[src/assert_macros.svh]
// assertion macros used by aes128_block_cipher
// no dependencies
`ifndef ASSERT_MACROS_SVH
`define ASSERT_MACROS_SVH

`define ASSERT_IMPL(label, clk, rstn, ante, cons) \
    label: assert property (@(posedge clk) disable iff (!rstn) (ante) |-> (cons)) \
        else $error("assertion failed");

`define ASSERT_NEXT(label, clk, rstn, ante, cons) \
    label: assert property (@(posedge clk) disable iff (!rstn) (ante) |=> (cons)) \
        else $error("assertion failed");

`endif

[src/aes_pkg.sv]
// aes-128 package: state type, s-box tables, round functions
// no dependencies
`default_nettype none

package aes_pkg;

    localparam int unsigned NUM_ROUNDS = 10;
    localparam int unsigned NUM_RKEYS = 11;

    typedef logic [127:0] block_t;

    typedef enum logic [0:0] {
        CFG_KEY_HIGH = 1'b0,
        CFG_KEY_LOW  = 1'b1
    } cfg_index_t;

    typedef enum logic {
        ACT_ENCRYPT = 1'b0,
        ACT_DECRYPT = 1'b1
    } action_t;

    typedef struct packed {
        logic   vld;
        logic   dec;
    } stage_ctl_t;

    function automatic logic [7:0] xt(input logic [7:0] a);
        xt = {a[6:0], 1'b0} ^ (a[7] ? 8'h1b : 8'h00);
    endfunction

    function automatic logic [7:0] sbox(input logic [7:0] x);
        logic [7:0] t [0:255];
        t = '{
            8'h63,8'h7c,8'h77,8'h7b,8'hf2,8'h6b,8'h6f,8'hc5,8'h30,8'h01,8'h67,8'h2b,8'hfe,8'hd7,8'hab,8'h76,
            8'hca,8'h82,8'hc9,8'h7d,8'hfa,8'h59,8'h47,8'hf0,8'had,8'hd4,8'ha2,8'haf,8'h9c,8'ha4,8'h72,8'hc0,
            8'hb7,8'hfd,8'h93,8'h26,8'h36,8'h3f,8'hf7,8'hcc,8'h34,8'ha5,8'he5,8'hf1,8'h71,8'hd8,8'h31,8'h15,
            8'h04,8'hc7,8'h23,8'hc3,8'h18,8'h96,8'h05,8'h9a,8'h07,8'h12,8'h80,8'he2,8'heb,8'h27,8'hb2,8'h75,
            8'h09,8'h83,8'h2c,8'h1a,8'h1b,8'h6e,8'h5a,8'ha0,8'h52,8'h3b,8'hd6,8'hb3,8'h29,8'he3,8'h2f,8'h84,
            8'h53,8'hd1,8'h00,8'hed,8'h20,8'hfc,8'hb1,8'h5b,8'h6a,8'hcb,8'hbe,8'h39,8'h4a,8'h4c,8'h58,8'hcf,
            8'hd0,8'hef,8'haa,8'hfb,8'h43,8'h4d,8'h33,8'h85,8'h45,8'hf9,8'h02,8'h7f,8'h50,8'h3c,8'h9f,8'ha8,
            8'h51,8'ha3,8'h40,8'h8f,8'h92,8'h9d,8'h38,8'hf5,8'hbc,8'hb6,8'hda,8'h21,8'h10,8'hff,8'hf3,8'hd2,
            8'hcd,8'h0c,8'h13,8'hec,8'h5f,8'h97,8'h44,8'h17,8'hc4,8'ha7,8'h7e,8'h3d,8'h64,8'h5d,8'h19,8'h73,
            8'h60,8'h81,8'h4f,8'hdc,8'h22,8'h2a,8'h90,8'h88,8'h46,8'hee,8'hb8,8'h14,8'hde,8'h5e,8'h0b,8'hdb,
            8'he0,8'h32,8'h3a,8'h0a,8'h49,8'h06,8'h24,8'h5c,8'hc2,8'hd3,8'hac,8'h62,8'h91,8'h95,8'he4,8'h79,
            8'he7,8'hc8,8'h37,8'h6d,8'h8d,8'hd5,8'h4e,8'ha9,8'h6c,8'h56,8'hf4,8'hea,8'h65,8'h7a,8'hae,8'h08,
            8'hba,8'h78,8'h25,8'h2e,8'h1c,8'ha6,8'hb4,8'hc6,8'he8,8'hdd,8'h74,8'h1f,8'h4b,8'hbd,8'h8b,8'h8a,
            8'h70,8'h3e,8'hb5,8'h66,8'h48,8'h03,8'hf6,8'h0e,8'h61,8'h35,8'h57,8'hb9,8'h86,8'hc1,8'h1d,8'h9e,
            8'he1,8'hf8,8'h98,8'h11,8'h69,8'hd9,8'h8e,8'h94,8'h9b,8'h1e,8'h87,8'he9,8'hce,8'h55,8'h28,8'hdf,
            8'h8c,8'ha1,8'h89,8'h0d,8'hbf,8'he6,8'h42,8'h68,8'h41,8'h99,8'h2d,8'h0f,8'hb0,8'h54,8'hbb,8'h16
        };
        sbox = t[x];
    endfunction

    function automatic logic [7:0] rev_sbox(input logic [7:0] x);
        logic [7:0] t [0:255];
        t = '{
            8'h52,8'h09,8'h6a,8'hd5,8'h30,8'h36,8'ha5,8'h38,8'hbf,8'h40,8'ha3,8'h9e,8'h81,8'hf3,8'hd7,8'hfb,
            8'h7c,8'he3,8'h39,8'h82,8'h9b,8'h2f,8'hff,8'h87,8'h34,8'h8e,8'h43,8'h44,8'hc4,8'hde,8'he9,8'hcb,
            8'h54,8'h7b,8'h94,8'h32,8'ha6,8'hc2,8'h23,8'h3d,8'hee,8'h4c,8'h95,8'h0b,8'h42,8'hfa,8'hc3,8'h4e,
            8'h08,8'h2e,8'ha1,8'h66,8'h28,8'hd9,8'h24,8'hb2,8'h76,8'h5b,8'ha2,8'h49,8'h6d,8'h8b,8'hd1,8'h25,
            8'h72,8'hf8,8'hf6,8'h64,8'h86,8'h68,8'h98,8'h16,8'hd4,8'ha4,8'h5c,8'hcc,8'h5d,8'h65,8'hb6,8'h92,
            8'h6c,8'h70,8'h48,8'h50,8'hfd,8'hed,8'hb9,8'hda,8'h5e,8'h15,8'h46,8'h57,8'ha7,8'h8d,8'h9d,8'h84,
            8'h90,8'hd8,8'hab,8'h00,8'h8c,8'hbc,8'hd3,8'h0a,8'hf7,8'he4,8'h58,8'h05,8'hb8,8'hb3,8'h45,8'h06,
            8'hd0,8'h2c,8'h1e,8'h8f,8'hca,8'h3f,8'h0f,8'h02,8'hc1,8'haf,8'hbd,8'h03,8'h01,8'h13,8'h8a,8'h6b,
            8'h3a,8'h91,8'h11,8'h41,8'h4f,8'h67,8'hdc,8'hea,8'h97,8'hf2,8'hcf,8'hce,8'hf0,8'hb4,8'he6,8'h73,
            8'h96,8'hac,8'h74,8'h22,8'he7,8'had,8'h35,8'h85,8'he2,8'hf9,8'h37,8'he8,8'h1c,8'h75,8'hdf,8'h6e,
            8'h47,8'hf1,8'h1a,8'h71,8'h1d,8'h29,8'hc5,8'h89,8'h6f,8'hb7,8'h62,8'h0e,8'haa,8'h18,8'hbe,8'h1b,
            8'hfc,8'h56,8'h3e,8'h4b,8'hc6,8'hd2,8'h79,8'h20,8'h9a,8'hdb,8'hc0,8'hfe,8'h78,8'hcd,8'h5a,8'hf4,
            8'h1f,8'hdd,8'ha8,8'h33,8'h88,8'h07,8'hc7,8'h31,8'hb1,8'h12,8'h10,8'h59,8'h27,8'h80,8'hec,8'h5f,
            8'h60,8'h51,8'h7f,8'ha9,8'h19,8'hb5,8'h4a,8'h0d,8'h2d,8'he5,8'h7a,8'h9f,8'h93,8'hc9,8'h9c,8'hef,
            8'ha0,8'he0,8'h3b,8'h4d,8'hae,8'h2a,8'hf5,8'hb0,8'hc8,8'heb,8'hbb,8'h3c,8'h83,8'h53,8'h99,8'h61,
            8'h17,8'h2b,8'h04,8'h7e,8'hba,8'h77,8'hd6,8'h26,8'he1,8'h69,8'h14,8'h63,8'h55,8'h21,8'h0c,8'h7d
        };
        rev_sbox = t[x];
    endfunction

    // byte i sits at bits [127-8i -: 8]
    function automatic logic [7:0] get_byte(input block_t s, input int i);
        get_byte = s[127 - 8 * i -: 8];
    endfunction

    function automatic block_t enc_round(input block_t s, input block_t rk, input logic last);
        block_t t;
        block_t m;
        logic [7:0] a0, a1, a2, a3;
        t = '0;
        for (int c = 0; c < 4; c++) begin
            for (int r = 0; r < 4; r++) begin
                t[127 - 8 * (r + 4 * c) -: 8] = sbox(get_byte(s, r + 4 * ((c + r) % 4)));
            end
        end
        m = t;
        if (!last) begin
            for (int c = 0; c < 4; c++) begin
                a0 = get_byte(t, 4 * c);
                a1 = get_byte(t, 4 * c + 1);
                a2 = get_byte(t, 4 * c + 2);
                a3 = get_byte(t, 4 * c + 3);
                m[127 - 8 * (4 * c) -: 8]     = xt(a0) ^ xt(a1) ^ a1 ^ a2 ^ a3;
                m[127 - 8 * (4 * c + 1) -: 8] = a0 ^ xt(a1) ^ xt(a2) ^ a2 ^ a3;
                m[127 - 8 * (4 * c + 2) -: 8] = a0 ^ a1 ^ xt(a2) ^ xt(a3) ^ a3;
                m[127 - 8 * (4 * c + 3) -: 8] = xt(a0) ^ a0 ^ a1 ^ a2 ^ xt(a3);
            end
        end
        enc_round = m ^ rk;
    endfunction

    function automatic block_t inv_mix(input block_t s);
        block_t m;
        logic [7:0] a [0:3];
        logic [7:0] x2 [0:3];
        logic [7:0] x4 [0:3];
        logic [7:0] x8 [0:3];
        m = s;
        for (int c = 0; c < 4; c++) begin
            for (int k = 0; k < 4; k++) begin
                a[k] = get_byte(s, 4 * c + k);
                x2[k] = xt(a[k]);
                x4[k] = xt(x2[k]);
                x8[k] = xt(x4[k]);
            end
            for (int r = 0; r < 4; r++) begin
                // coefficients 14, 11, 13, 9 rotated by row
                m[127 - 8 * (4 * c + r) -: 8] =
                    (x8[r] ^ x4[r] ^ x2[r]) ^
                    (x8[(r + 1) % 4] ^ x2[(r + 1) % 4] ^ a[(r + 1) % 4]) ^
                    (x8[(r + 2) % 4] ^ x4[(r + 2) % 4] ^ a[(r + 2) % 4]) ^
                    (x8[(r + 3) % 4] ^ a[(r + 3) % 4]);
            end
        end
        inv_mix = m;
    endfunction

    function automatic block_t dec_round(input block_t s, input block_t rk, input logic last);
        block_t t;
        t = '0;
        for (int c = 0; c < 4; c++) begin
            for (int r = 0; r < 4; r++) begin
                t[127 - 8 * (r + 4 * c) -: 8] =
                    rev_sbox(get_byte(s, r + 4 * ((c - r + 4) % 4)));
            end
        end
        t = t ^ rk;
        dec_round = last ? t : inv_mix(t);
    endfunction

    function automatic block_t next_rkey(input block_t k, input logic [7:0] rc);
        logic [31:0] w0, w1, w2, w3, t;
        w0 = k[127:96];
        w1 = k[95:64];
        w2 = k[63:32];
        w3 = k[31:0];
        t = {sbox(w3[23:16]) ^ rc, sbox(w3[15:8]), sbox(w3[7:0]), sbox(w3[31:24])};
        w0 = w0 ^ t;
        w1 = w1 ^ w0;
        w2 = w2 ^ w1;
        w3 = w3 ^ w2;
        next_rkey = {w0, w1, w2, w3};
    endfunction

endpackage

`default_nettype wire

[src/aes_keysched.sv]
// aes-128 key expansion, one round key per cycle after reset or a key write
// depends on aes_pkg
`default_nettype none

module aes_keysched (
    input  wire logic                  aclk,
    input  wire logic                  aresetn,
    input  wire logic                  key_load,
    input  wire aes_pkg::block_t       key,
    output aes_pkg::block_t            rkeys [0:aes_pkg::NUM_RKEYS-1],
    output logic                       busy
);
    import aes_pkg::*;

    block_t     rk_reg [0:NUM_RKEYS-1];
    logic [3:0] idx_reg;
    logic [7:0] rc_reg;
    logic       busy_reg;

    always_ff @(posedge aclk) begin
        if (!aresetn) begin
            busy_reg <= 1'b1;
            idx_reg <= 4'd1;
            rc_reg <= 8'h01;
            rk_reg[0] <= '0;
        end else if (key_load) begin
            busy_reg <= 1'b1;
            idx_reg <= 4'd1;
            rc_reg <= 8'h01;
            rk_reg[0] <= key;
        end else if (busy_reg) begin
            rk_reg[idx_reg] <= next_rkey(rk_reg[idx_reg - 4'd1], rc_reg);
            rc_reg <= xt(rc_reg);
            idx_reg <= idx_reg + 4'd1;
            if (idx_reg == 4'(NUM_ROUNDS)) begin
                busy_reg <= 1'b0;
            end
        end
    end

    always_comb begin
        for (int i = 0; i < NUM_RKEYS; i++) begin
            rkeys[i] = rk_reg[i];
        end
    end
    assign busy = busy_reg;

endmodule

`default_nettype wire

[config.mk]
export PLATFORM = sky130hd
export DESIGN_NAME = aes_keysched
export DESIGN_NICKNAME = d
export VERILOG_FILES = /design/src/assert_macros.svh /design/src/aes_pkg.sv /design/src/aes_keysched.sv
export SDC_FILE = /design/constraint.sdc
export NUM_CORES = 2
export LEC_CHECK = 0
export BUFFER_PORTS_ARGS = -buffer_cell sky130_fd_sc_hd__buf_2
export CAP_MARGIN = 15
export CELL_PAD_IN_SITES_DETAIL_PLACEMENT = 1
export CELL_PAD_IN_SITES_GLOBAL_PLACEMENT = 2
export CORE_AREA = 2 2 599 601
export DETAILED_ROUTE_END_ITERATION = 6
export DIE_AREA = 0 0 601 603
export PLACE_DENSITY_LB_ADDON = 0.1
export RECOVER_POWER = 100
export SETUP_SLACK_MARGIN = 0.3
export SLEW_MARGIN = 20
export SYNTH_ARGS = -nofsm -noshare
export SYNTH_HDL_FRONTEND = slang
export SYNTH_SLANG_ARGS = --single-unit
[constraint.sdc]
create_clock -name aclk -period 35.9 [get_ports aclk]
set_input_delay 1.795 -clock aclk [delete_from_list [all_inputs] [get_ports aclk]]
set_output_delay 1.795 -clock aclk [all_outputs]
set_load 0.05 [all_outputs]
==> Word-level counts from Yosys, hierarchy flattened <==
Memory sizes are Yosys's and may differ from the RTL's.
Cells that the tools add are included.
{ "classes": {"magnitude_cmp": 4, "n_reduce_logical": 2, "eq_ne": 1, "n_mux": 23, "shifts": 0, "n_bitwise": 12, "add_sub_neg": 2, "multipliers": 0, "div_mod_pow": 0} }
{ "op_table": {"columns": ["operator", "n"], "rows": [
  ["2-to-1 mux 128 bit", 2],
  ["OR reduction 128 bit", 1],
  ["XOR 32 bit", 4],
  ["2-to-1 mux 8 bit", 8],
  [">= comparator 9 bit (second input constant)", 4],
  ["inverter 8 -> 9 bit", 4],
  ["2-to-1 mux 1 bit", 11],
  ["XOR 8 x 5 -> 8 bit", 1],
  ["XOR 8 bit", 1],
  ["2-to-1 mux 5 bit", 1],
  ["adder 4 x 1 -> 4 bit (second input constant)", 1],
  ["== test 4 bit (second input constant)", 1],
  ["2-to-1 mux 4 bit", 1],
  ["subtractor 4 x 1 -> 4 bit (second input constant)", 1],
  ["OR reduction 2 bit", 1],
  ["inverter 1 bit", 1],
  ["bitwise OR 1 bit", 1]
]} }
{ "totals": {"output_inout_bits": 1409, "in_bits": 131, "elab_cells": 52, "latchBits": 0, "register_bits": 13, "mem_bits_rw": 1408, "mem_count": 5, "mem_bits_ro": 8192} }
{ "memory_table": {"columns": ["name", "words", "width", "read_ports", "rd_ports_with_merged_regs", "wr", "line_no", "source"], "rows": [
  ["(name not given)", 256, 8, 1, 0, 0, "aes_pkg.sv:51", "sbox = t[x];"],
  ["(name not given)", 256, 8, 1, 0, 0, "aes_pkg.sv:51", null],
  ["(name not given)", 256, 8, 1, 0, 0, "aes_pkg.sv:51", null],
  ["(name not given)", 256, 8, 1, 0, 0, "aes_pkg.sv:51", null],
  ["rk_reg", 11, 128, 12, 0, 1, "aes_keysched.sv:15", "block_t rk_reg [0:NUM_RKEYS-1];"]
]} }

==> Logic depth before layout (Yosys ltp) <==
An unclocked memory read counts as a cell.
{ "depth": {"word_depth": 12, "depth_mapped": 38, "depth_no_buf": 17} }

==> Worst setup path after synthesis <==
OpenSTA, ideal clock, no wires.
{ "synth_path": {"path_type": "in2reg", "start": "input aresetn", "end": "memory rk_reg[6][0] in the netlist's numbering (enable)", "setup_time_ns": 0.772, "n_path_buf": 2, "path_stages": 6, "t_arrival_ns": 11.597, "t_required_ns": 35.128, "setup_slack_ns": 23.531, "path_cell_list": "nor2b_1 > and2_1 > clkbuf_1 > clkbuf_1 > nand3_1 > nor3_1"} }
{ "synth_between": {"elab_chain_len": 4, "word_cells_on_any_way": 9, "classes_between": "mux: 7; bitwise: 1; reduce/logical: 1"} }
{ "synth_rtl": {"columns": ["item", "line_no", "source"], "rows": [
  ["start: declaration", "aes_keysched.sv:7", "input wire logic aresetn,"],
  ["2-to-1 mux 1 bit", "aes_keysched.sv:21", "if (!aresetn) begin"],
  ["2-to-1 mux 1 bit, on equally long branches", "aes_keysched.sv:32, aes_keysched.sv:30", null],
  ["OR reduction 128 bit (no source line) or bitwise OR 1 bit (tied branches)", null, null],
  ["2-to-1 mux 4 bit (no source line) or 2-to-1 mux 1 bit (tied branches)", null, null],
  ["end: declaration", "aes_keysched.sv:15", null]
]} }
Several ways; a longest one is shown, not always the timed one.

==> Worst setup path after layout <==
{ "layout_path": {"start": "register idx_reg[0]", "end": "memory rk_reg[9][55] in the netlist's numbering (data pin)"} }
{ "layout_between": {"elab_chain_len": 10} }
{ "layout_rtl": {"columns": ["item", "line_no", "source"], "rows": [
  ["start: declaration", "aes_keysched.sv:16", "logic [3:0] idx_reg;"],
  ["start signal: assignment", "aes_keysched.sv:34", "idx_reg <= idx_reg + 4'd1;"],
  ["subtractor 4 x 1 -> 4 bit (*)", "aes_keysched.sv:32", "rk_reg[idx_reg] <= next_rkey(rk_reg[idx_reg - 4'd1], rc_reg);"],
  ["memory (11 x 128 bit) (*)", null, null],
  ["inverter 8 -> 9 bit (implied by the code)", "aes_pkg.sv:51", null],
  ["memory (256 x 8 bit)", null, null],
  ["2-to-1 mux 8 bit (implied by the code) (2 in series)", "aes_pkg.sv:51", null],
  ["XOR 32 bit", "aes_pkg.sv:154", "w0 = w0 ^ t;"],
  ["XOR 32 bit", "aes_pkg.sv:155", "w1 = w1 ^ w0;"],
  ["XOR 32 bit (*)", "aes_pkg.sv:156", "w2 = w2 ^ w1;"],
  ["2-to-1 mux 128 bit (no source line) (*)", null, null]
]} }
Mark *: on every way between the ends. The rest lies on a longest branch, timed or not. The select of a mux whose other input is x is not followed.

==> impl_metrics.env <==
export IMPL_r2r_start="idx_reg[0]$_SDFFE_PP1P_"
export IMPL_dieArea_mm2=0.362
export IMPL_hold_end="rc_reg[4]$_SDFFE_PP0P_"
export IMPL_grt_pass1_vias=71100
export IMPL_ctsHoldBuffers=0
export IMPL_critical_path_max_stage_delay_ns=5.32
export IMPL_cts_resized=0
export IMPL_drc=0
export IMPL_crit_fanout=96
export IMPL_syn2layout_area_growth_pct=18.8
export IMPL_violations="max-capacitance violations, max-slew violations"
export IMPL_cts_buffers=233
export IMPL_cp_cell_sequence="inv_1 > ha_1 > clkbuf_1 > clkbuf_1 > clkbuf_1 > clkbuf_1 > clkbuf_1 > clkbuf_1 > mux4_2 > mux4_2 > xnor2_1 > xor2_1 > o21ai_0"
export IMPL_vias=71300
export IMPL_cpLargestDelayFamily="buffers and inverters"
export IMPL_finalMaxSlewViolations=3423
export IMPL_ant_nets=0
export IMPL_clk_path_buf_depth=4
export IMPL_min_delay_path_class="reg2reg"
export IMPL_die_y_um=603
export IMPL_mostFrequentLayoutCell="edfxtp_1"
export IMPL_synth_edf_count=2048
export IMPL_crit_top_cell="clkbuf_1"
export IMPL_place_congestion=0.943
export IMPL_report_final_setup_viol=0
export IMPL_clk_pin_slew_ns=0.07
export IMPL_antenna_found_initial=117
export IMPL_yosys_warnings=0
export IMPL_yosys_cell_types_count=119
export IMPL_grt_pass1_wl_mm=707
export IMPL_slew_headroom=-4.83
export IMPL_hold_path_depth=2
export IMPL_max_cap_violations=117
export IMPL_setup_ws_ns=13.78
export IMPL_finalCritPeriodShare=0.616
export IMPL_via_per_inst=5.63
export IMPL_dpl_worst_slack_ns=26.00
export IMPL_wl_per_cell_um=42.4
export IMPL_dieWidth_um=601
export IMPL_initial_utilization=0.273
export IMPL_final_cell_mix="edfxtp_1, clkbuf_1, mux4_2"
export IMPL_post_cts_buffers=0
export IMPL_avgSynthCellArea_um2=15.9
export IMPL_min_from="rc_reg[4]$_SDFFE_PP0P_"
export IMPL_fmaxAchievable_ghz=0.0452
export IMPL_status="finished, violations left"
export IMPL_grt_use_total=0.286
export IMPL_wirelength_mm=536
export IMPL_seq_area_frac_synth=0.636
export IMPL_irDropWorstVdd_v=0.0000442
export IMPL_port_buffers=1539
export IMPL_clock_sinks=2061
export IMPL_rsz0062_at_grt="false"
export IMPL_cp_required_ns=36.35
export IMPL_largest_reg_flops=2048
export IMPL_coreArea_mm2=0.355
export IMPL_cp_depth=13
export IMPL_dp_cells=12200
export IMPL_syn_nets=6307
export IMPL_fin_util=0.325
export IMPL_fin_cells=12700
export IMPL_worstRegToRegCells=13
export IMPL_r2r_slack_ns=13.78
export IMPL_crit_path_start_kind="flip-flop"
export IMPL_tightest_slew_ns=8.74
export IMPL_final_nets=7842
export IMPL_finalHoldViolCount=0
export IMPL_tns_ns=0
export IMPL_yosys_most_used_dff="edfxtp_1"
export IMPL_ios=1540
export IMPL_end_kind="flip-flop"
export IMPL_crit_buf_inv=7
export IMPL_grt_overflow=0
export IMPL_cts_tree="built"
export IMPL_htree_levels=4
export IMPL_core_rowCount=219
export IMPL_hpwl_mm=390
export IMPL_netlist_instances=6123
export IMPL_fin_crit_ns=22.12
export IMPL_drtIter0Drc=7509
export IMPL_powerDensity_mw_per_mm2=77.1
export IMPL_fin_skew_ns=0.127
export IMPL_synth_seq_cells=2061
export IMPL_setup_worst_path_class="reg2reg"
export IMPL_crit_slowest_cell="clkbuf_1"
export IMPL_clk_latency_ns=0.98
export IMPL_drive_gt1_frac=0.162
export IMPL_grt_start_max_net_pins=97
export IMPL_cts_root_buf="clkbuf_16"
export IMPL_synthesis_area_mm2=0.0972
export IMPL_drt_first_pass_iters=6
export IMPL_synthArstFlopShare=0
export IMPL_cp_data_arrival_time_ns=22.57
export IMPL_power_leakage_nw=36.8
export IMPL_dpl_cell_area_mm2=0.111
export IMPL_reg2reg_to="rk_reg[9][55]$_DFFE_PP_"
export IMPL_final_area_mm2=0.115
==> where the power goes <==
part / internal [mW] / switching [mW]
Sequential: 3.01 / 0.0544
Clock: 1.33 / 1.05
Combinational: 0.851 / 2.60
==> per-stage QoR <==
stage               total power, mW  hold slack, ns
floorplan                      5.07           0.486
CTS                            8.98           0.525
global placement               6.59           0.504
detailed placement             6.60           0.512
global route                   9.18           0.554
finish                         8.90           0.523
==> layout make-up <==
type | instances | area [µm²]
Antenna cell | 45 | 113
Clock buffer | 287 | 6050
Clock inverter | 145 | 1340
Fill cell | 37800 | 240000
Inverter | 43 | 165
Multi-Input combinational cell | 3536 | 32700
Sequential cell | 2061 | 61800
Tap cell | 4751 | 5940
Timing Repair Buffer | 1783 | 7370
==> cells in the mapped netlist (18+ instances only) <==
cell,instances,area share
a211oi_1,52,0.0040
a21o_1,18,0.0014
a21oi_1,212,0.011
a221oi_1,40,0.0036
a22o_1,26,0.0023
a311oi_1,56,0.0050
a31oi_1,61,0.0039
a32oi_1,30,0.0027
and2_1,18,0.0012
and3_1,29,0.0019
buf_1,23,0.00089
buf_2,179,0.0092
buf_4,89,0.0069
buf_6,32,0.0037
clkbuf_1,148,0.0057
edfxtp_1,2048,0.63
ha_1,53,0.0068
inv_1,31,0.0012
mux2_2,28,0.0032
mux2i_1,150,0.015
mux4_1,29,0.0078
mux4_2,573,0.13
nand2_1,481,0.019
nand2b_1,38,0.0024
nand3_1,163,0.0084
nand4_1,31,0.0020
nor2_1,314,0.012
nor3_1,136,0.0070
o211ai_1,46,0.0036
o21a_1,20,0.0015
o21ai_0,227,0.012
o21ai_1,48,0.0025
o221ai_1,42,0.0038
o22ai_1,28,0.0018
o311ai_0,32,0.0029
o31ai_1,31,0.0024
o32ai_1,21,0.0019
or3_1,23,0.0015
xnor2_1,112,0.010
xor2_1,33,0.0030
==> cells by family after synthesis <==
| family | count (synthesis) | share of synthesized area |
|---|---|---|
| flip-flops | 2061 | 0.636 |
| buffers and inverters | 526 | 0.0302 |
| XOR/XNOR | 164 | 0.0167 |
| AND/OR/NAND/NOR | 1339 | 0.0638 |
| AO/OA/AOI/OAI | 1188 | 0.0857 |
| multiplexers | 792 | 0.161 |
| adder cells (fa/ha/maj) | 53 | 0.00683 |
==> tightest hold or removal path: cells and delay by family (launching register included) <==
kind | cells | cell delay [ns]
flops | 1 | 0.34
compound gates | 1 | 0.05
simple gates | 1 | 0.09
==> worst max-delay path by stage <==
stage | start | end | slack, ns
after floorplan | aresetn | rk_reg[6][0]$_DFFE_PP_ | 23.53
after global placement | idx_reg[0]$_SDFFE_PP1P_ | rk_reg[1][18]$_DFFE_PP_ | 26.12
after detailed placement | idx_reg[0]$_SDFFE_PP1P_ | rk_reg[4][18]$_DFFE_PP_ | 26.00
after CTS | idx_reg[0]$_SDFFE_PP1P_ | rk_reg[12][18]$_DFFE_PP_ | 25.98
after global routing | idx_reg[0]$_SDFFE_PP1P_ | rk_reg[12][18]$_DFFE_PP_ | 12.87
final | idx_reg[0]$_SDFFE_PP1P_ | rk_reg[9][55]$_DFFE_PP_ | 13.78
==> layer usage <==
metal	up-vias	track usage	part of all wire
li1	28200	-	-
met1	39100	0.358	0.39
met2	3153	0.491	0.49
met3	740	0.0596	0.069
met4	36	0.0949	0.042
met5	-	0	0.00043
Power figures use the tool's default switching activity.
